--- src/hdl/bspc_pkg.sv ---
// ----------------------------------------------------------------------------
// bspc_pkg
// shared codes, widths and control types for the bounded stack with peek
// ----------------------------------------------------------------------------
`default_nettype none

package bspc_pkg;

  localparam int DEPTH_DEF = 8;

  localparam int FUNC_W   = 2;
  localparam int WORD_W   = 32;
  localparam int POS_W    = 4;
  localparam int STATUS_W = 2;
  localparam int DEPTH_W  = 4;
  localparam int CAP_W    = 4;

  localparam logic [CAP_W-1:0] CAP_RESET = 4'd5;

  // operation codes
  localparam logic [FUNC_W-1:0] FN_PUSH   = 2'd0;
  localparam logic [FUNC_W-1:0] FN_POP    = 2'd1;
  localparam logic [FUNC_W-1:0] FN_PEEK   = 2'd2;
  localparam logic [FUNC_W-1:0] FN_CHANGE = 2'd3;

  // status codes
  localparam logic [STATUS_W-1:0] ST_OK        = 2'd0;
  localparam logic [STATUS_W-1:0] ST_OVERFLOW  = 2'd1;
  localparam logic [STATUS_W-1:0] ST_UNDERFLOW = 2'd2;
  localparam logic [STATUS_W-1:0] ST_BADPOS    = 2'd3;

  // commands from the controller to the datapath
  typedef struct packed {
    logic accept;  // take the item at the input ports
    logic load;    // move the finished result into the output register
  } bspc_cmd_t;

endpackage

`default_nettype wire

--- src/hdl/bspc_ctrl.sv ---
// ----------------------------------------------------------------------------
// bspc_ctrl
// two-state controller: take an item, then hand its result to the output
// ----------------------------------------------------------------------------
`default_nettype none

module bspc_ctrl
  import bspc_pkg::*;
(
  input  wire logic      clk,
  input  wire logic      rst,
  input  wire logic      in_valid,
  output logic           in_stall,
  output logic           out_valid,
  input  wire logic      out_stall,
  output bspc_cmd_t      cmd
);

  localparam logic S_IDLE = 1'b0;
  localparam logic S_READ = 1'b1;

  logic state;
  logic state_next;
  logic out_valid_next;
  logic out_free;

  assign in_stall = (state != S_IDLE);
  assign out_free = !out_valid || !out_stall;

  always_comb begin
    cmd.accept = 1'b0;
    cmd.load   = 1'b0;
    state_next = state;
    case (state)
      S_IDLE: begin
        if (in_valid) begin
          cmd.accept = 1'b1;
          state_next = S_READ;
        end
      end
      S_READ: begin
        // memory read data is ready here
        if (out_free) begin
          cmd.load   = 1'b1;
          state_next = S_IDLE;
        end
      end
      default: state_next = S_IDLE;
    endcase
  end

  always_comb begin
    out_valid_next = out_valid;
    if (cmd.load) begin
      out_valid_next = 1'b1;
    end else if (out_valid && !out_stall) begin
      out_valid_next = 1'b0;
    end
  end

  always_ff @(posedge clk) begin
    if (rst) begin
      state     <= S_IDLE;
      out_valid <= 1'b0;
    end else begin
      state     <= state_next;
      out_valid <= out_valid_next;
    end
  end

endmodule

`default_nettype wire

--- src/hdl/bspc_dp.sv ---
// ----------------------------------------------------------------------------
// bspc_dp
// stack datapath: entry memory, entry count, capacity register, result regs
// ----------------------------------------------------------------------------
`default_nettype none

module bspc_dp
  import bspc_pkg::*;
#(
  parameter int DEPTH = DEPTH_DEF
) (
  input  wire logic                       clk,
  input  wire logic                       rst,
  input  wire bspc_cmd_t                  cmd,
  input  wire logic                       cfg_we,
  input  wire logic        [CAP_W-1:0]    cfg_wdata,
  input  wire logic        [FUNC_W-1:0]   func,
  input  wire logic signed [WORD_W-1:0]   value,
  input  wire logic        [POS_W-1:0]    position,
  output logic signed      [WORD_W-1:0]   data,
  output logic             [STATUS_W-1:0] status,
  output logic             [DEPTH_W-1:0]  depth
);

  localparam int CNT_W  = $clog2(DEPTH + 1);
  localparam int ADDR_W = (DEPTH > 1) ? $clog2(DEPTH) : 1;
  localparam int CMP_W  = (CNT_W > CAP_W) ? CNT_W : CAP_W;

  localparam logic [CMP_W-1:0] DEPTH_C = CMP_W'(DEPTH);
  localparam logic [CMP_W-1:0] ONE_C   = CMP_W'(1);

  logic signed [WORD_W-1:0] mem [DEPTH];
  logic signed [WORD_W-1:0] rd_q;

  logic [CAP_W-1:0]    capacity;
  logic [CNT_W-1:0]    count;
  logic [CNT_W-1:0]    count_next;
  logic [STATUS_W-1:0] st_q;
  logic [STATUS_W-1:0] st_next;
  logic                use_rd;
  logic                use_rd_next;

  logic [CMP_W-1:0]  cnt_x;
  logic [CMP_W-1:0]  cap_x;
  logic [CMP_W-1:0]  pos_x;
  logic [CMP_W-1:0]  slot_x;
  logic [ADDR_W-1:0] addr;
  logic              wr_en;
  logic              rd_en;

  assign cnt_x  = CMP_W'(count);
  assign cap_x  = CMP_W'(capacity);
  assign pos_x  = CMP_W'(position);
  assign slot_x = cnt_x - pos_x;

  // decode of one item against the current count
  always_comb begin
    count_next  = count;
    st_next     = ST_OK;
    use_rd_next = 1'b0;
    wr_en       = 1'b0;
    rd_en       = 1'b0;
    addr        = ADDR_W'(cnt_x);
    case (func)
      FN_PUSH: begin
        if (cnt_x < cap_x && cnt_x < DEPTH_C) begin
          wr_en      = 1'b1;
          count_next = count + CNT_W'(1);
        end else begin
          st_next = ST_OVERFLOW;
        end
      end
      FN_POP: begin
        addr = ADDR_W'(cnt_x - ONE_C);
        if (count == '0) begin
          st_next = ST_UNDERFLOW;
        end else begin
          rd_en       = 1'b1;
          use_rd_next = 1'b1;
          count_next  = count - CNT_W'(1);
        end
      end
      FN_PEEK, FN_CHANGE: begin
        addr = ADDR_W'(slot_x);
        if (position == '0 || pos_x > cnt_x) begin
          st_next = ST_BADPOS;
        end else if (func == FN_PEEK) begin
          rd_en       = 1'b1;
          use_rd_next = 1'b1;
        end else begin
          wr_en = 1'b1;
        end
      end
      default: st_next = ST_OK;
    endcase
  end

  // entry memory, one access per item
  always_ff @(posedge clk) begin
    if (cmd.accept && wr_en) begin
      mem[addr] <= value;
    end
    if (cmd.accept && rd_en) begin
      rd_q <= mem[addr];
    end
  end

  always_ff @(posedge clk) begin
    if (rst) begin
      capacity <= CAP_RESET;
      count    <= '0;
      st_q     <= ST_OK;
      use_rd   <= 1'b0;
    end else begin
      if (cfg_we) begin
        capacity <= cfg_wdata;
      end
      if (cmd.accept) begin
        count  <= count_next;
        st_q   <= st_next;
        use_rd <= use_rd_next;
      end
    end
  end

  // result register
  always_ff @(posedge clk) begin
    if (cmd.load) begin
      data   <= use_rd ? rd_q : '0;
      status <= st_q;
      depth  <= cnt_x[DEPTH_W-1:0];
    end
  end

endmodule

`default_nettype wire

--- src/hdl/bounded_stack_peek_change_top.sv ---
// ----------------------------------------------------------------------------
// bounded_stack_peek_change_top
// bounded lifo of signed words with push, pop, peek and change by position
// ----------------------------------------------------------------------------
//
//   channel  | handshake            | payload
//   ---------+----------------------+------------------------------
//   in       | in_valid / in_stall  | func, value, position
//   out      | out_valid / out_stall| data, status, depth
//   cfg      | cfg_we               | cfg_wdata (capacity)
//
// an item is taken in the idle state, which decodes it and does the one
// memory access; the read state then moves the registered read into the
// output register, as the single-port entry memory has a registered read
// a held result waits in the output register while the next item is taken
// a stalled output holds the read state, so in_stall stays high
// reset (rst, synchronous) empties the stack and sets capacity to five;
// entry contents are not cleared
// ----------------------------------------------------------------------------
`default_nettype none

module bounded_stack_peek_change_top
  import bspc_pkg::*;
#(
  parameter int DEPTH = DEPTH_DEF
) (
  input  wire logic                       clk,
  input  wire logic                       rst,
  // configuration
  input  wire logic                       cfg_we,
  input  wire logic        [CAP_W-1:0]    cfg_wdata,
  // item in
  input  wire logic                       in_valid,
  output logic                            in_stall,
  input  wire logic        [FUNC_W-1:0]   func,
  input  wire logic signed [WORD_W-1:0]   value,
  input  wire logic        [POS_W-1:0]    position,
  // result out
  output logic                            out_valid,
  input  wire logic                       out_stall,
  output logic signed      [WORD_W-1:0]   data,
  output logic             [STATUS_W-1:0] status,
  output logic             [DEPTH_W-1:0]  depth
);

  bspc_cmd_t cmd;

  // sequencing of accept and result load
  bspc_ctrl u_ctrl (
    .clk       (clk),
    .rst       (rst),
    .in_valid  (in_valid),
    .in_stall  (in_stall),
    .out_valid (out_valid),
    .out_stall (out_stall),
    .cmd       (cmd)
  );

  // memory, count, capacity and result registers
  bspc_dp #(
    .DEPTH (DEPTH)
  ) u_dp (
    .clk       (clk),
    .rst       (rst),
    .cmd       (cmd),
    .cfg_we    (cfg_we),
    .cfg_wdata (cfg_wdata),
    .func      (func),
    .value     (value),
    .position  (position),
    .data      (data),
    .status    (status),
    .depth     (depth)
  );

endmodule

`default_nettype wire
--- config.mk ---
export PLATFORM = sky130hd
export DESIGN_NAME = bounded_stack_peek_change_top
export DESIGN_NICKNAME = d
export VERILOG_FILES = /design/src/hdl/bspc_pkg.sv /design/src/hdl/bspc_ctrl.sv /design/src/hdl/bspc_dp.sv /design/src/hdl/bounded_stack_peek_change_top.sv
export SDC_FILE = /design/constraint.sdc
export NUM_CORES = 1
export LEC_CHECK = 0
export ABC_CLOCK_PERIOD_IN_PS = 11500
export BUFFER_PORTS_ARGS = -buffer_cell sky130_fd_sc_hd__buf_2
export CAP_MARGIN = 25
export CORE_AREA = 2 2 228 140
export CTS_BUF_LIST = sky130_fd_sc_hd__clkbuf_16
export DETAILED_ROUTE_END_ITERATION = 8
export DIE_AREA = 0 0 230 142
export GPL_ROUTABILITY_DRIVEN = 0
export PLACE_DENSITY = 0.63
export SYNTH_ARGS = -nofsm -noshare
export SYNTH_HDL_FRONTEND = slang
export SYNTH_SLANG_ARGS = --single-unit
--- constraint.sdc ---
create_clock -name clk -period 11.5 [get_ports clk]
set_input_delay 2.3 -clock clk [delete_from_list [all_inputs] [get_ports clk]]
set_output_delay 2.3 -clock clk [all_outputs]
set_load 0.05 [all_outputs]
==> flow_summary.toml <==
[timing]
final_critical_path_share_of_the_clock_period_pct = 43.24
min_period_ns = 4.973
slew_violations = 0
max_freq_mhz = 201.1
tightestPinTransition_ns = 0.7290
setup_repair_after_global_routing_missed_its_margin = "no"
finalHoldViolations = 0
fin_setup_tns_ns = 0
relSlewSlack_pct = 51.40
finalSetupViolations = 0
fin_worst_skew_ns = 0.01887

[grt]
wire_length_of_the_first_global_routing_pass_mm = 38.58
first_global_vias = 6429
gr-usage-all-layers_pct = 15.59
pin_count_of_the_biggest_net_entering_global_routing = 46
globalRouteOverflowTotal = 0
grt_antenna_before_repair = 2
gr-usage-met3_pct = 3.025
globalRouteMet2Util_pct = 23.67
grtUsageMet1_pct = 23.52
grt_most_used_layer = "met2"

[drt]
route.antenna.remaining_nets = 0
avgRoutedWirePerCell_um = 19.59
route.detailed.vias_per_inst = 5.016
drt_first_pass_iters = 4
finalWirelength_mm = 25.11
drt_drc_violations_left = 0
detail_route.iter0.violations = 440
total_vias_in_the_final_route = 6431

[yosys]
async_flop_share_pct = 0
synth.net_count = 801
synth-compound-area-share_pct = 1.513
post_synthesis_cell_type_count = 45
synth-warning-count = 0
synth-xor-area-share_pct = 0.3758
synthesis.area_per_instance_um2 = 18.42
synth_adder_area_share_pct = 1.247
combinational_family_with_the_most_area_after_synthesis = "multiplexers"
ys_dominant_reg_cell = "sky130_fd_sc_hd__edfxtp_1"
synth_edf_count = 326
synth_area_mm2 = 0.01365
seq_total_area_yosys_pct = 73.63
syn-instance-count = 741
yosys_register_bits = 339
post_synth_and_or_nand_nor_area_fraction_pct = 3.144
synth_mux_area_share_pct = 17.11

[cells_and_area]
fin_cells = 1282
drive_above_1_share_pct = 22.77
areaGrowthSynthToFinish_pct = 13.46
nNetsFinal = 903
multi_input_comb_area_mm2 = 0.003299
utilization_pct = 50.52
fill_cells = 2552
cell_area_after_layout_mm2 = 0.01549
register_area_mm2 = 0.01005

[worst_setup_path]
arrival_time_of_data_at_the_critical_path_endpoint_ns = 5.18
timing.critical_path.mode_cell = "sky130_fd_sc_hd__buf_4"
worst-r2r-cell-count = 7
cp_cell_instances = "buf_2, inv_1, ha_1, a21oi_4, buf_4, buf_4, nand3_1, nor2_4, buf_4"
worst-endpoint-required_ns = 11.71
critPathKind = "in -> reg"
timing.critical_path.to_type = "flip-flop"
critical_path_peak_fanout = 36
start_kind = "input pin"
max_stage_delay_ns = 0.64
worst_path_max_delay_cell = "sky130_fd_sc_hd__buf_4"

[die]
placeableCoreArea_mm2 = 0.03065
die_y_um = 142
die-width_um = 230
fp.dieArea_mm2 = 0.03266
fp-row-count = 50
design.portCount = 87
floorplan.initialDensity_pct = 44.53

[place]
port_buffers = 86
post-dp-hpwl_mm = 13.56
placed_cells_incl_taps = 1226
placement.cell_area_mm2 = 0.01453

[clocking]
cts_setup_buffers = 0
ctsRootBufferMaster = "sky130_fd_sc_hd__clkbuf_16"
tritoncts.num_buffers = 31
postcts_resize_cnt = 0
clkSinkCount = 339
cts_tree = "done"
htree_levels = 1
cts_buffer_depth = 3
clock_insertion_delay_worst_skew_ns = 0.57
hold_buffers = 0
clkSlewWorstSetupHoldPaths_ns = 0.06

[hold_path]
holdPathStages = 0
holdCritPathClass = "reg -> reg"

[power]
max_rail_drop_vdd_uv = 104.2
powerDensity_mw_per_mm2 = 175.1
design_power_total_mw = 2.711
power.leakage_nw = 5.661

[run]
max_cap_violations = 0

[run_status]
status = "complete, no violations"
## power breakdown
part           internal [mW]  switching, mW  leakage, nW
combinational          0.131          0.192         2.10
sequential              1.39         0.0130         3.06
clock                  0.553          0.427        0.499
## through the flow
stage               hold WS [ns]  setup slack, ns
floorplan                 0.4030            4.307
global placement          0.4179            5.824
global route              0.4400            6.325
detailed placement        0.4109            5.863
CTS                       0.4287            6.461
finish                    0.4322            6.527
## cells by family (layout without fill, tap and decap cells)
group                      count (synthesis)  count (layout)
AOI/OAI and AO/OA                         29              29
xor gates and xnor gates                   5               5
adders and majority gates                 13              13
buffers and inverters                     48             172
DFF                                      339             339
muxes                                    229             229
other                                      0               1
and+or+nand+nor                           78              78
## worst paths after layout
path / startpoint / to / slack [ns]
worst max-delay path: position[0] / u_dp.mem[3][20] / 6.53
worst min-delay path: u_dp.st_q[0] / u_dp.status[0] / 0.43
worst max register to register: u_dp.cnt_x[0] / u_dp.mem[3][20] / 7.79
worst min register to register: u_dp.st_q[0] / u_dp.status[0] / 0.43
## registers in the layout (all words and copies together) (netlist names), 2 cells and up
name	cells
u_dp.cnt_x	4
u_dp.data	32
u_dp.mem	256
u_dp.depth	4
u_dp.status	2
u_dp.st_q	2
u_dp.cap_x	4
u_dp.rd_q	32
## cell usage in the layout (no fill, tap or decap), types with 2 or more instances in the layout
master and instances:
sky130_fd_sc_hd__dfxtp_1 12, sky130_fd_sc_hd__o211ai_1 2, sky130_fd_sc_hd__inv_1 18, sky130_fd_sc_hd__xnor2_1 4, sky130_fd_sc_hd__nor2b_1 2, sky130_fd_sc_hd__a21o_1 2
sky130_fd_sc_hd__buf_4 16, sky130_fd_sc_hd__a21oi_1 6, sky130_fd_sc_hd__nor3_1 2, sky130_fd_sc_hd__edfxtp_1 326, sky130_fd_sc_hd__nor3b_1 2, sky130_fd_sc_hd__nor2_4 5
sky130_fd_sc_hd__bufinv_16 3, sky130_fd_sc_hd__mux2i_1 195, sky130_fd_sc_hd__nor2_1 11, sky130_fd_sc_hd__clkbuf_16 31, sky130_fd_sc_hd__nor4_1 2, sky130_fd_sc_hd__mux2_2 33
sky130_fd_sc_hd__buf_16 2, sky130_fd_sc_hd__a21oi_4 2, sky130_fd_sc_hd__o21ai_0 3, sky130_fd_sc_hd__a41oi_1 2, sky130_fd_sc_hd__and2_1 33, sky130_fd_sc_hd__a211oi_1 2
sky130_fd_sc_hd__nand2_1 7, sky130_fd_sc_hd__clkinv_1 7, sky130_fd_sc_hd__nand3_1 6, sky130_fd_sc_hd__nand2b_1 2, sky130_fd_sc_hd__nor4_2 3, sky130_fd_sc_hd__buf_2 86
sky130_fd_sc_hd__clkinv_2 7, sky130_fd_sc_hd__ha_1 12
## Yosys cell counts, types with 3 or more instances
cell type | n | area, um^2
sky130_fd_sc_hd__xnor2_1 | 4 | 35.03
sky130_fd_sc_hd__nor4_1 | 6 | 37.54
sky130_fd_sc_hd__nand3_1 | 6 | 30.03
sky130_fd_sc_hd__clkbuf_1 | 8 | 30.03
sky130_fd_sc_hd__inv_1 | 12 | 45.04
sky130_fd_sc_hd__edfxtp_1 | 326 | 9789
sky130_fd_sc_hd__buf_12 | 9 | 180.2
sky130_fd_sc_hd__nand2_1 | 7 | 26.28
sky130_fd_sc_hd__nor3_1 | 3 | 15.01
sky130_fd_sc_hd__clkbuf_4 | 5 | 37.54
sky130_fd_sc_hd__nor2_1 | 15 | 56.30
sky130_fd_sc_hd__mux2_2 | 33 | 371.6
sky130_fd_sc_hd__ha_1 | 12 | 150.1
sky130_fd_sc_hd__a21oi_1 | 7 | 35.03
sky130_fd_sc_hd__and2_1 | 33 | 206.5
sky130_fd_sc_hd__buf_4 | 8 | 60.06
sky130_fd_sc_hd__dfxtp_1 | 13 | 260.3
sky130_fd_sc_hd__mux2i_1 | 195 | 1952
sky130_fd_sc_hd__o21ai_0 | 3 | 15.01
## metal layers
metal | routed length, um | part of all wire (%) | vias up
met3 | 1089 | 4.3 | 38
met5 | 13 | 0.052 | -
met4 | 386 | 1.5 | 2
met2 | 10970 | 44 | 103
met1 | 12650 | 50 | 3220
li1 | - | - | 3068
## area by class of cell
| cell class | instances | share of cell area [%] |
|---|---|---|
| Tap cell | 416 | 3.361 |
| Inverter | 13 | 0.3151 |
| Antenna cell | 1 | 0.01616 |
| Sequential cell | 339 | 64.90 |
| Clock inverter | 24 | 1.180 |
| Clock buffer | 31 | 5.009 |
| Timing Repair Buffer | 104 | 3.910 |
| Multi-Input combinational cell | 354 | 21.31 |
## critical path: cells and delay by family
family / cells / cell delay, ns
AO/OA/AOI/OAI: 1 / 0.16
AND/OR/NAND/NOR: 2 / 0.53
adder cells (fa/ha/maj): 1 / 0.37
buffers and inverters: 5 / 1.77
(Power assumes the default switching activity.)
